===== config.mk =====
export PLATFORM = sky130hd
export DESIGN_NAME = hsv_color_shade
export DESIGN_NICKNAME = d
export VERILOG_FILES = /design/src/rtl/hcs_pkg.sv /design/src/rtl/hcs_div.sv /design/src/rtl/hsv_color_shade.sv
export VERILOG_INCLUDE_DIRS = /design/src /design/src/rtl
export SDC_FILE = /design/constraint.sdc
export NUM_CORES = 2
export LEC_CHECK = 0
export ABC_CLOCK_PERIOD_IN_PS = 16850
export BUFFER_PORTS_ARGS = -buffer_cell sky130_fd_sc_hd__buf_2
export CAP_MARGIN = 30
export CORE_UTILIZATION = 45
export DETAILED_ROUTE_END_ITERATION = 6
export PLACE_DENSITY = 0.57
export SLEW_MARGIN = 30
export SYNTH_ARGS = -nofsm -noshare
export SYNTH_HDL_FRONTEND = slang
export SYNTH_HIERARCHICAL = 1
export SYNTH_SLANG_ARGS = --single-unit

===== constraint.sdc =====
create_clock -name i_clk -period 16.85 [get_ports i_clk]
set_input_delay 3.37 -clock i_clk [delete_from_list [all_inputs] [get_ports i_clk]]
set_output_delay 3.37 -clock i_clk [all_outputs]
set_load 0.02 [all_outputs]

===== src/rtl/hsv_color_shade_macros.svh =====
// Assertion macros shared by the shading pipeline.
`ifndef HSV_COLOR_SHADE_MACROS_SVH
`define HSV_COLOR_SHADE_MACROS_SVH

// The consequent must hold in the same cycle as the antecedent.
`define HCS_ASSERT_SAME(lbl, clk, rst_n, ante, cons, msg) \
    lbl: assert property (@(posedge clk) disable iff (!(rst_n)) (ante) |-> (cons)) \
        else $error(msg);

// The consequent must hold in the cycle after the antecedent.
`define HCS_ASSERT_NEXT(lbl, clk, rst_n, ante, cons, msg) \
    lbl: assert property (@(posedge clk) disable iff (!(rst_n)) (ante) |=> (cons)) \
        else $error(msg);

`endif


===== src/rtl/hcs_pkg.sv =====
package hcs_pkg;

    // One incoming pixel word with its shade request.
    typedef struct packed {
        logic [7:0] alpha_in;
        logic [7:0] red_in;
        logic [7:0] green_in;
        logic [7:0] blue_in;
        logic [2:0] shade_mode;
    } t_pix_in;

    // One shaded pixel word.
    typedef struct packed {
        logic [7:0] alpha_out;
        logic [7:0] red_out;
        logic [7:0] green_out;
        logic [7:0] blue_out;
    } t_pix_out;

    // Shade mode codes.
    localparam logic [2:0] SHADE_NONE     = 3'd0;
    localparam logic [2:0] SHADE_DARKEST  = 3'd1;
    localparam logic [2:0] SHADE_DARKER   = 3'd2;
    localparam logic [2:0] SHADE_DARK     = 3'd3;
    localparam logic [2:0] SHADE_LIGHT    = 3'd4;
    localparam logic [2:0] SHADE_LIGHTER  = 3'd5;
    localparam logic [2:0] SHADE_LIGHTEST = 3'd6;

    // Color arithmetic constants.
    localparam logic [7:0] HUE_SEXTANT = 8'd43;
    localparam logic [7:0] HUE_BASE_G  = 8'd85;
    localparam logic [7:0] HUE_BASE_B  = 8'd171;
    localparam logic [7:0] CHAN_MAX    = 8'd255;
    localparam logic [7:0] REM_SCALE   = 8'd6;

    // Divider geometry: 8-bit quotients, quotient bits resolved per stage.
    localparam int DIV_DW  = 8;
    localparam int DIV_QW  = 8;
    localparam int DIV_BPS = 2;

    // Side data that rides alongside the dividers.
    typedef struct packed {
        logic [7:0] alpha;
        logic [7:0] red;
        logic [7:0] green;
        logic [7:0] blue;
        logic [2:0] mode;
        logic       active;
        logic       no_chroma;
        logic       hue_neg;
        logic [7:0] hue_base;
        logic [7:0] val;
    } t_side;

    // HSV word after shading, with region and scaled remainder.
    typedef struct packed {
        logic [7:0] alpha;
        logic [7:0] red;
        logic [7:0] green;
        logic [7:0] blue;
        logic       active;
        logic [7:0] val;
        logic [7:0] sat;
        logic [2:0] region;
        logic [7:0] rem;
    } t_hsv;

    // Partial products of the HSV to RGB step.
    typedef struct packed {
        logic [7:0] alpha;
        logic [7:0] red;
        logic [7:0] green;
        logic [7:0] blue;
        logic       active;
        logic       sat_zero;
        logic [7:0] val;
        logic [2:0] region;
        logic [7:0] p_val;
        logic [7:0] sat_rem;
        logic [7:0] sat_inv;
    } t_prod;

endpackage


===== src/rtl/hcs_div.sv =====
module hcs_div #(
    parameter int DW  = 8,
    parameter int QW  = 8,
    parameter int BPS = 2
) (
    input  logic                 i_clk,
    input  logic [QW/BPS-1:0]    i_en,
    input  logic [DW+QW-1:0]     i_num,
    input  logic [DW-1:0]        i_den,
    output logic [QW-1:0]        o_quo
);

    localparam int NS = QW / BPS;

    // The numerator's upper half must be below the divisor, so the quotient fits QW bits.
    logic [DW-1:0] r_rem [NS];
    logic [QW-1:0] r_low [NS];
    logic [QW-1:0] r_quo [NS];
    logic [DW-1:0] r_den [NS];

    logic [DW-1:0] s_rem [NS];
    logic [QW-1:0] s_low [NS];
    logic [QW-1:0] s_quo [NS];
    logic [DW-1:0] s_den [NS];

    logic [DW-1:0] n_rem [NS];
    logic [QW-1:0] n_low [NS];
    logic [QW-1:0] n_quo [NS];

    // Each stage starts from the previous stage's registers, the first from the inputs.
    always_comb begin
        s_rem[0] = i_num[DW+QW-1:QW];
        s_low[0] = i_num[QW-1:0];
        s_quo[0] = '0;
        s_den[0] = i_den;
        for (int k = 1; k < NS; k++) begin
            s_rem[k] = r_rem[k-1];
            s_low[k] = r_low[k-1];
            s_quo[k] = r_quo[k-1];
            s_den[k] = r_den[k-1];
        end
    end

    // Restoring division, BPS quotient bits per stage.
    always_comb begin
        logic [DW:0]   trial;
        logic [DW-1:0] rem;
        logic [QW-1:0] low;
        logic [QW-1:0] quo;
        for (int k = 0; k < NS; k++) begin
            rem = s_rem[k];
            low = s_low[k];
            quo = s_quo[k];
            for (int b = 0; b < BPS; b++) begin
                trial = {rem, low[QW-1]};
                low   = {low[QW-2:0], 1'b0};
                if (trial >= {1'b0, s_den[k]}) begin
                    trial = trial - {1'b0, s_den[k]};
                    quo   = {quo[QW-2:0], 1'b1};
                end else begin
                    quo   = {quo[QW-2:0], 1'b0};
                end
                rem = trial[DW-1:0];
            end
            n_rem[k] = rem;
            n_low[k] = low;
            n_quo[k] = quo;
        end
    end

    // Stage registers advance under their own enables.
    always_ff @(posedge i_clk) begin
        for (int k = 0; k < NS; k++) begin
            if (i_en[k]) begin
                r_rem[k] <= n_rem[k];
                r_low[k] <= n_low[k];
                r_quo[k] <= n_quo[k];
                r_den[k] <= s_den[k];
            end
        end
    end

    assign o_quo = r_quo[NS-1];

endmodule


===== src/rtl/hsv_color_shade.sv =====
// ARGB pixel shader through an 8-bit HSV round trip.
// Input channel: i_in_word carries alpha, red, green, blue and the shade mode; a word
// is taken at a rising edge where i_in_valid is high and o_in_stall is low.
// Output channel: o_out_word carries the shaded pixel; it is taken where o_out_valid
// is high and i_out_stall is low. Every input word yields exactly one output word,
// in order.
// Mode 0 and the unused code 7 return the pixel as it came; modes 1 to 3 scale
// value, modes 4 to 6 scale saturation. Alpha always passes through.
// Depth: 4 + DIV_QW/DIV_BPS register stages, 8 with the default settings.
// Throughput: one word per clock while the receiver does not stall. The depth is set
// by the two pipelined dividers (saturation and hue), which resolve DIV_BPS quotient
// bits per stage.
// Each stage holds its word while the stage after it is full and stalled, so a
// bubble anywhere lets a new word in; o_in_stall is high only with every stage full
// and the receiver stalling.
// Reset (i_rst_n low at a clock edge) empties the pipeline; words in flight are dropped.
`include "hsv_color_shade_macros.svh"

module hsv_color_shade #(
    parameter int DIV_BPS = hcs_pkg::DIV_BPS
) (
    input  logic             i_clk,
    input  logic             i_rst_n,
    input  logic             i_in_valid,
    output logic             o_in_stall,
    input  hcs_pkg::t_pix_in i_in_word,
    output logic             o_out_valid,
    input  logic             i_out_stall,
    output hcs_pkg::t_pix_out o_out_word
);

    import hcs_pkg::*;

    localparam int NS   = DIV_QW / DIV_BPS;
    localparam int S_HSV = NS + 1;
    localparam int S_PRD = NS + 2;
    localparam int LAST = NS + 3;

    logic [LAST:0] r_vld;
    logic [LAST:0] n_vld;
    logic [LAST:0] stage_en;

    t_side         r_side [NS+1];
    t_side         n_side;
    logic [15:0]   r_sat_num, n_sat_num;
    logic [15:0]   r_hue_num, n_hue_num;
    logic [7:0]    r_delta, n_delta;
    logic [7:0]    sat_quo, hue_quo;
    t_hsv          r_hsv, n_hsv;
    t_prod         r_prod, n_prod;
    t_pix_out      r_out, n_out;

    // A stage may load when it is empty or its word moves on this cycle.
    always_comb begin
        stage_en[LAST] = !r_vld[LAST] || !i_out_stall;
        for (int k = LAST - 1; k >= 0; k--) begin
            stage_en[k] = !r_vld[k] || stage_en[k+1];
        end
    end

    assign n_vld = {r_vld[LAST-1:0], i_in_valid};

    always_ff @(posedge i_clk) begin
        if (!i_rst_n) begin
            r_vld <= '0;
        end else begin
            for (int k = 0; k <= LAST; k++) begin
                if (stage_en[k]) begin
                    r_vld[k] <= n_vld[k];
                end
            end
        end
    end

    // Stage one: max, min, sextant and the two division numerators.
    always_comb begin
        logic [7:0] r, g, b, mx, mn;
        logic [8:0] diff;
        logic [7:0] adiff;
        r = i_in_word.red_in;
        g = i_in_word.green_in;
        b = i_in_word.blue_in;
        mx = (r > g) ? r : g;
        mx = (mx > b) ? mx : b;
        mn = (r < g) ? r : g;
        mn = (mn < b) ? mn : b;
        if (mx == r) begin
            diff = {1'b0, g} - {1'b0, b};
            n_side.hue_base = '0;
        end else if (mx == g) begin
            diff = {1'b0, b} - {1'b0, r};
            n_side.hue_base = HUE_BASE_G;
        end else begin
            diff = {1'b0, r} - {1'b0, g};
            n_side.hue_base = HUE_BASE_B;
        end
        adiff = diff[8] ? 8'(-diff) : diff[7:0];
        n_delta            = mx - mn;
        n_side.alpha       = i_in_word.alpha_in;
        n_side.red         = r;
        n_side.green       = g;
        n_side.blue        = b;
        n_side.mode        = i_in_word.shade_mode;
        n_side.active      = (i_in_word.shade_mode >= SHADE_DARKEST)
                             && (i_in_word.shade_mode <= SHADE_LIGHTEST);
        n_side.no_chroma   = (mx == mn);
        n_side.hue_neg     = diff[8];
        n_side.val         = mx;
        n_sat_num          = {n_delta, 8'd0} - {8'd0, n_delta};
        n_hue_num          = 16'(adiff) * 16'(HUE_SEXTANT);
    end

    always_ff @(posedge i_clk) begin
        if (stage_en[0]) begin
            r_side[0] <= n_side;
            r_sat_num <= n_sat_num;
            r_hue_num <= n_hue_num;
            r_delta   <= n_delta;
        end
        for (int k = 1; k <= NS; k++) begin
            if (stage_en[k]) begin
                r_side[k] <= r_side[k-1];
            end
        end
    end

    // Saturation: 255 * delta / max.
    hcs_div #(
        .DW  (DIV_DW),
        .QW  (DIV_QW),
        .BPS (DIV_BPS)
    ) u_sat_div (
        .i_clk (i_clk),
        .i_en  (stage_en[NS:1]),
        .i_num (r_sat_num),
        .i_den (r_side[0].val),
        .o_quo (sat_quo)
    );

    // Hue offset: 43 * |diff| / delta, sign applied afterwards.
    hcs_div #(
        .DW  (DIV_DW),
        .QW  (DIV_QW),
        .BPS (DIV_BPS)
    ) u_hue_div (
        .i_clk (i_clk),
        .i_en  (stage_en[NS:1]),
        .i_num (r_hue_num),
        .i_den (r_delta),
        .o_quo (hue_quo)
    );

    // Hue assembly, shading, and the hue region with its scaled remainder.
    always_comb begin
        t_side      sd;
        logic [7:0] hue, sat, val, base;
        logic [9:0] val3, sat3;
        logic [5:0] hoff;
        sd   = r_side[NS];
        hue  = sd.hue_neg ? (sd.hue_base - hue_quo) : (sd.hue_base + hue_quo);
        sat  = sat_quo;
        if (sd.no_chroma) begin
            hue = '0;
            sat = '0;
        end
        val  = sd.val;
        val3 = {2'b00, val} + {1'b0, val, 1'b0};
        sat3 = {2'b00, sat} + {1'b0, sat, 1'b0};
        case (sd.mode)
            SHADE_DARKEST: val = {2'b00, sd.val[7:2]};
            SHADE_DARKER:  val = {1'b0, sd.val[7:1]};
            SHADE_DARK:    val = val3[9:2];
            SHADE_LIGHT:   sat = sat3[9:2];
            SHADE_LIGHTER: sat = {1'b0, sat[7:1]};
            default:       sat = {2'b00, sat[7:2]};
        endcase
        if (hue >= 8'(5 * HUE_SEXTANT)) begin
            n_hsv.region = 3'd5;
            base         = 8'(5 * HUE_SEXTANT);
        end else if (hue >= 8'(4 * HUE_SEXTANT)) begin
            n_hsv.region = 3'd4;
            base         = 8'(4 * HUE_SEXTANT);
        end else if (hue >= 8'(3 * HUE_SEXTANT)) begin
            n_hsv.region = 3'd3;
            base         = 8'(3 * HUE_SEXTANT);
        end else if (hue >= 8'(2 * HUE_SEXTANT)) begin
            n_hsv.region = 3'd2;
            base         = 8'(2 * HUE_SEXTANT);
        end else if (hue >= HUE_SEXTANT) begin
            n_hsv.region = 3'd1;
            base         = HUE_SEXTANT;
        end else begin
            n_hsv.region = 3'd0;
            base         = '0;
        end
        hoff         = 6'(hue - base);
        n_hsv.rem    = 8'({2'b00, hoff} * REM_SCALE);
        n_hsv.alpha  = sd.alpha;
        n_hsv.red    = sd.red;
        n_hsv.green  = sd.green;
        n_hsv.blue   = sd.blue;
        n_hsv.active = sd.active;
        n_hsv.val    = val;
        n_hsv.sat    = sat;
    end

    always_ff @(posedge i_clk) begin
        if (stage_en[S_HSV]) begin
            r_hsv <= n_hsv;
        end
    end

    // First products: p, and saturation scaled by the remainder and its complement.
    always_comb begin
        logic [15:0] prod_p, prod_r, prod_i;
        prod_p = 16'(r_hsv.val) * 16'(CHAN_MAX - r_hsv.sat);
        prod_r = 16'(r_hsv.sat) * 16'(r_hsv.rem);
        prod_i = 16'(r_hsv.sat) * 16'(CHAN_MAX - r_hsv.rem);
        n_prod.alpha    = r_hsv.alpha;
        n_prod.red      = r_hsv.red;
        n_prod.green    = r_hsv.green;
        n_prod.blue     = r_hsv.blue;
        n_prod.active   = r_hsv.active;
        n_prod.sat_zero = (r_hsv.sat == '0);
        n_prod.val      = r_hsv.val;
        n_prod.region   = r_hsv.region;
        n_prod.p_val    = prod_p[15:8];
        n_prod.sat_rem  = prod_r[15:8];
        n_prod.sat_inv  = prod_i[15:8];
    end

    always_ff @(posedge i_clk) begin
        if (stage_en[S_PRD]) begin
            r_prod <= n_prod;
        end
    end

    // Second products q and t, then the channel selection by region.
    always_comb begin
        logic [15:0] prod_q, prod_t;
        logic [7:0]  q_val, t_val, v, p;
        prod_q = 16'(r_prod.val) * 16'(CHAN_MAX - r_prod.sat_rem);
        prod_t = 16'(r_prod.val) * 16'(CHAN_MAX - r_prod.sat_inv);
        q_val  = prod_q[15:8];
        t_val  = prod_t[15:8];
        v      = r_prod.val;
        p      = r_prod.p_val;
        n_out.alpha_out = r_prod.alpha;
        if (!r_prod.active) begin
            n_out.red_out   = r_prod.red;
            n_out.green_out = r_prod.green;
            n_out.blue_out  = r_prod.blue;
        end else if (r_prod.sat_zero) begin
            n_out.red_out   = v;
            n_out.green_out = v;
            n_out.blue_out  = v;
        end else begin
            case (r_prod.region)
                3'd0: begin
                    n_out.red_out = v;     n_out.green_out = t_val; n_out.blue_out = p;
                end
                3'd1: begin
                    n_out.red_out = q_val; n_out.green_out = v;     n_out.blue_out = p;
                end
                3'd2: begin
                    n_out.red_out = p;     n_out.green_out = v;     n_out.blue_out = t_val;
                end
                3'd3: begin
                    n_out.red_out = p;     n_out.green_out = q_val; n_out.blue_out = v;
                end
                3'd4: begin
                    n_out.red_out = t_val; n_out.green_out = p;     n_out.blue_out = v;
                end
                default: begin
                    n_out.red_out = v;     n_out.green_out = p;     n_out.blue_out = q_val;
                end
            endcase
        end
    end

    always_ff @(posedge i_clk) begin
        if (stage_en[LAST]) begin
            r_out <= n_out;
        end
    end

    assign o_out_word  = r_out;
    assign o_out_valid = r_vld[LAST];
    assign o_in_stall  = !stage_en[0];

    // The input side stalls only when every stage holds a word.
    `HCS_ASSERT_SAME(a_stall_only_full, i_clk, i_rst_n, o_in_stall, &r_vld, "input stalled with a bubble in the pipeline")

    // Region and remainder stay within one hue sextant.
    `HCS_ASSERT_SAME(a_region_range, i_clk, i_rst_n, r_vld[S_HSV], (r_hsv.region <= 3'd5) && (r_hsv.rem <= 8'd252), "hue region or remainder out of range")

    // A stalled output word is not dropped by the pipeline.
    `HCS_ASSERT_NEXT(a_out_kept, i_clk, i_rst_n, o_out_valid && i_out_stall, o_out_valid, "stalled output word lost")

endmodule


After elaboration in Yosys (flattened, before gate mapping)
Memories as Yosys holds them, arrays and structs flattened.
Cells that the tools add are included.

word-level totals
  logic and storage cells = 213
  flip-flop bits (word level) = 206
  bits of input ports = 39
  bits in writable memories = 510
  output and inout port bits = 34
  memories kept = 9

operators by class
  reductions and logical operators = 23
  multiply operators = 7
  add/subtract/negate cells = 31
  muxes and demuxes = 68
  eq/ne operators = 12
  magnitude comparators = 27

memories
  memory           depth  width  rd ports  clocked after memory_dff  write ports  line                   source
  r_side           5      54     5         0                         5            hsv_color_shade.sv:43  t_side r_side [NS+1];
  u_hue_div.r_den  4      8      3         0                         4            hcs_div.sv:19          logic [DW-1:0] r_den [NS];
  u_hue_div.r_quo  4      8      4         0                         4            hcs_div.sv:18          logic [QW-1:0] r_quo [NS];
  u_hue_div.r_rem  4      8      3         0                         4            hcs_div.sv:16          logic [DW-1:0] r_rem [NS];
  u_sat_div.r_den  4      8      3         0                         4            hcs_div.sv:19
  u_sat_div.r_quo  4      8      4         0                         4            hcs_div.sv:18
  3 more memories  --     --     --        --                        --           --

operator list
  cell                  number
  $mux 8                26
  $sub 8x8->8           17
  $ge 9x8->1            15
  $pmux 24 s5           1
  $mul 9x9->16          4
  $mux 24               2
  $pmux 8 s3            2
  $sub 8x8->9 const A   4
  $mux 6                5
  $mux 1                28
  $sub 8x8->9           3
  $eq 8x8->1            3
  $ge 8x8->1 const B    3
  $add 8x9->10          2
  $mux 9                2
  $gt 8x8->1            2
  $lt 8x8->1            2
  $sub 16x8->16         1
  $mul 8x7->15          1
  $mul 8x6->14 const B  1
  $eq 3x2->1 const B    4
  $logic_not 1->1       10
  $eq 3x3->1 const B    3
  $add 8x8->8           1
  17 further kinds      26

Depth between registers and ports, before layout
An unclocked memory read counts as a cell.

  word-level depth = 12
  gate-level depth with buffers = 43
  depth with buffers taken out = 39

Hierarchy
Netlist, hierarchy kept.

by module, submodules not included
  module                area each (µm²)  cells each  times used  sequential area each (µm²)
  hsv_color_shade       29911.2          2578        1           13432.9
  hcs_div at u_sat_div  5768.0           509         1           2402.3
  hcs_div at u_hue_div  5746.8           514         1           2402.3

Worst setup path after synthesis
OpenSTA, ideal clock, no wires.

  kind = in2reg
  start = in i_in_word[13] (netlist name)
  end = reg r_hue_num[13] (data pin)
  arrival = 10.541 ns
  library setup time = 0.258 ns
  setup slack = 6.052 ns
  data required time = 16.592 ns
  buffers on the path = 4
  cell stages on the path = 40
  path through = inv_1 ha_1 a21oi_1 a211oi_2 o21bai_1 buf_4 clkbuf_1 nand2_1 o21ai_0 ha_1 nor2b_1 o21a_1 o31ai_2 nor2_2 buf_2 o221ai_1 a22oi_2 nand3_4 [... 4 more ...] inv_1 ha_1 inv_1 fa_1 fa_1 inv_1 ha_1 inv_1 nor2_1 nor2_1 o21bai_1 a21oi_1 nor2b_1 o21a_1 nor2_1 o21bai_1 a21oi_1 xnor2_1

between the ends
  cells in the longest elaborated chain, start to end = 10
  elaborated cells between the ends (all ways) = 13
  classes of those cells = add/sub: 3; mul: 1; order compare: 2; eq/ne: 2; mux: 5

ends and longest elaborated chain
  element                  line                    source
  start: declaration       hsv_color_shade.sv:26   input hcs_pkg::t_pix_in i_in_word,
  $gt 8x8->1               hsv_color_shade.sv:83   mx = (r > g) ? r : g;
  $mux 8                   hsv_color_shade.sv:83
  $gt 8x8->1               hsv_color_shade.sv:84   mx = (mx > b) ? mx : b;
  $mux 8                   hsv_color_shade.sv:84
  $eq 8x8->1               hsv_color_shade.sv:90   end else if (mx == g) begin
  $mux 9                   hsv_color_shade.sv:90
  $mux 9 (*)               hsv_color_shade.sv:87   if (mx == r) begin
  $neg 8->8                hsv_color_shade.sv:97   adiff = diff[8] ? 8'(-diff) : diff[7:0];
  $mux 8 (*)               hsv_color_shade.sv:97
  $mul 8x6->14 (*)         hsv_color_shade.sv:110  n_hue_num = 16'(adiff) * 16'(HUE_SEXTANT);
  named net n_hue_num[13]  hsv_color_shade.sv:46   logic [15:0] r_hue_num, n_hue_num;
  end signal: assignment   hsv_color_shade.sv:117  r_hue_num <= n_hue_num;
  end: declaration         hsv_color_shade.sv:46

Mark *: on every way through the listed nets, which the timed path passes. The rest lies on a longest branch.
A chain may end at the register's enable or synchronous reset.

Worst setup path in the final report
  start = in i_in_word[18] (netlist name)
  end = reg r_hue_num[13] (data pin)

Same word-level chain as after synthesis.

==> results.py <==
metrics = {
    "sta": {
        "report.final.slew_viol_count": 0,
        "setup_violations": 0,
        "skew_ps": 47.98,
        "hold_viol": 0,
        "rsz0062_at_grt": "no",
        "period_needed_ps": 11310,
        "period_share_pct": 67.09,
        "fin_setup_tns_ps": 0,
        "worstMarginPinSlew_ps": 933.3,
        "max-slew-margin-rel_pct": 37.78,
        "fmaxAchievable_ghz": 0.08845,
    },
    "worst_setup_path": {
        "cp_data_arrival_time_ps": 11670,
        "max_stage_delay_ps": 660,
        "r2r_end": "r_prod[23]",
        "cp_max_fo": 20,
        "worstSetupEndpoint": "r_hue_num[13]",
        "rr_worst_depth": 21,
        "crit_top_cell": "ha_1",
        "crit_start": "i_in_word[18]",
        "critPathSlowestCell": "a211o_1",
        "r2r_slack_ps": 10570,
        "endpoint_kind": "flip-flop",
        "reg2reg_from": "r_hsv[13]",
        "worstSetupPathType": "primary input to flip-flop",
        "start_kind": "primary input",
        "crit_required_ps": 17210,
    },
    "cells_and_area": {
        "final_common_cell": "edfxtp_1",
        "fin_nets": 4342,
        "antenna_cells": 0,
        "drive_above_1_share_pct": 8.987,
        "fill_cells": 8155,
        "final_cell_mix": "602 x edfxtp_1, 500 x inv_1, 407 x ha_1",
        "areaGrowthSynthToFinish_pct": 9.716,
    },
    "worst_hold_path": {
        "hold_path.class": "flip-flop to flip-flop",
    },
    "clock_network": {
        "cts.clk_slew.worst_paths_ps": 60,
        "cts_resized": 0,
        "holdBufCountCts": 0,
        "cts_num_sinks": 610,
        "h-tree-depth": 3,
        "cts_buffers": 72,
        "cts_setup_buffers": 0,
        "cts_root_buf": "clkbuf_16",
        "cts_buffer_depth": 3,
        "tritoncts": "done",
        "clk_latency_ps": 640,
    },
    "yosys": {
        "synthCells": 3601,
        "ys.flop_type": "edfxtp_1",
        "ys_warn_count": 6,
        "synth.area.top_cells": "edfxtp_1 44%, ha_1 12%, fa_1 9.9%",
        "synth-seq-area-share_pct": 44.02,
        "synth_edf_count": 602,
        "netlist.area_leader.share_pct": 43.64,
        "ys_ff_latch": 610,
        "syn_avg_cell_area_sq_um": 11.50,
        "ys_types": 105,
        "synth_area_sq_um": 41430,
        "yosysTopAreaCell": "edfxtp_1",
        "synthArstFlopShare_pct": 0,
    },
    "job": {
        "cap_violations": 0,
    },
    "global_routing": {
        "antenna_found_initial": 0,
        "grt_pass1_vias": 26390,
        "grt_first_pass_wirelength_mm": 142.7,
        "grt_max_degree": 66,
        "grt_overflow_total": 0,
        "track_usage_pct": 19.24,
    },
    "drt": {
        "ant_nets": 0,
        "drt_iter0_drc": 1394,
        "avgViaCountPerCell": 5.261,
        "num_vias": 25920,
        "drt_pass1_iterations": 5,
        "routedWlPerCell_microns": 17.94,
        "drt-total-wl_mm": 88.39,
        "drc": 0,
    },
    "floorplan": {
        "fp.dieW_microns": 305.4,
        "die_h_microns": 305.4,
        "die_area_sq_um": 93280,
        "ios": 73,
        "coreArea_sq_um": 90560,
        "rows": 110,
        "start_util_pct": 45.74,
    },
    "placement": {
        "place.gp.congestion": 0.9071,
        "dp_hpwl_mm": 66.84,
        "io_buffers": 72,
    },
    "status": {
        "status": "completed",
    },
}
## metal layers
metal  wire, microns  share of wire, %  track usage [%]
met3            3336               3.8            2.309
met2           42330                48            32.83
met5               0                 0                0
met4            2356               2.7            6.299
met1           40370                46            25.39
## worst max-delay path: cells and delay by family
| family | cells | cell delay, ps |
|---|---|---|
| buf+inv | 4 | 580 |
| mux | 2 | 700 |
| xor+xnor | 2 | 390 |
| compound gates | 12 | 2600 |
| simple gates | 8 | 1520 |
| fa+ha+maj | 7 | 2490 |
## metrics by stage
stage | hold slack [ps] | util, % | instance area [sq um] | worst slack (ps) | cells
finish | 405.5 | 50.19 | 45450 | 5545 | 4926
global route | 409.1 | 50.19 | 45450 | 4908 | 4926
CTS | 399.3 | 50.18 | 45440 | 5717 | 4926
detailed placement | 404.5 | 47.61 | 43120 | 5085 | 4794
global placement | 400.5 | 47.61 | 43120 | 5110 | 4794
floorplan | 400.3 | - | 41440 | 6052 | 3605
## worst min-delay path by stage
stage / from / to / slack (ps) / cells after the start
after floorplan: n_prod[61] / n_out[24] / 400 / 0
after global placement: n_out[31] / o_out_word[31] / 400 / 0
after detailed placement: r_side[0][238] / n_prod[37] / 400 / 0
after CTS: r_side[0][106] / r_side[0][160] / 400 / 0
after global routing: r_side[0][243] / n_prod[42] / 410 / 0
final: r_side[0][106] / r_side[0][160] / 410 / 0
## sequential cells by signal, summed over array words and instances (netlist names), 16 cells and up
name / count
u_sat_div/r_rem: 24
u_sat_div/r_quo: 20
u_hue_div/r_quo: 20
u_sat_div/r_den: 24
r_sat_num: 16
o_out_word: 32
n_prod: 44
r_side: 245
u_hue_div/r_den: 24
r_prod: 61
u_hue_div/r_rem: 24
## cell families (layout without fill, tap and decap cells)
| family | Yosys count | after routing | share of synthesized area (%) |
|---|---|---|---|
| DFF | 610 | 610 | 44.02 |
| adders and majority gates | 611 | 611 | 22.15 |
| and+or+nand+nor | 803 | 803 | 10.06 |
| xor gates and xnor gates | 189 | 189 | 4.047 |
| muxes | 124 | 124 | 3.377 |
| buffers and inverters | 585 | 730 | 5.382 |
| other | 1 | 5 | 0.009052 |
| AOI/OAI and AO/OA | 678 | 678 | 10.95 |
## cells in the mapped netlist, types with 9 or more instances
cell / count
inv_1: 504
a31oi_1: 16
nor3_1: 32
o211ai_1: 20
nor2_1: 168
nand3_1: 26
xnor2_1: 116
ha_1: 407
mux2_2: 67
o21ai_1: 9
edfxtp_1: 602
nand4_1: 22
o21ai_0: 123
o31a_1: 16
and2_1: 35
or2_2: 11
a21o_1: 69
o21a_1: 43
mux2i_1: 41
a211oi_1: 19
o21bai_1: 37
clkbuf_1: 66
xor2_1: 71
nand2b_1: 112
a221oi_1: 11
and3_1: 18
mux2_4: 13
nor2b_1: 147
nand2_1: 186
fa_1: 204
a21oi_1: 187
o221ai_1: 11
## area by class of cell
class	count	area, sq um	area share, %
Clock inverter	49	476.7	1.049
Sequential cell	610	18240	40.13
Multi-Input combinational cell	2410	21000	46.20
Tap cell	1176	1471	3.237
Inverter	506	1904	4.190
Clock buffer	83	1853	4.077
Timing Repair Buffer	92	510.5	1.123
Power is left out: the tool's default activity adds up to more than one toggle a clock period on the data nets, which glitch-free logic cannot reach.
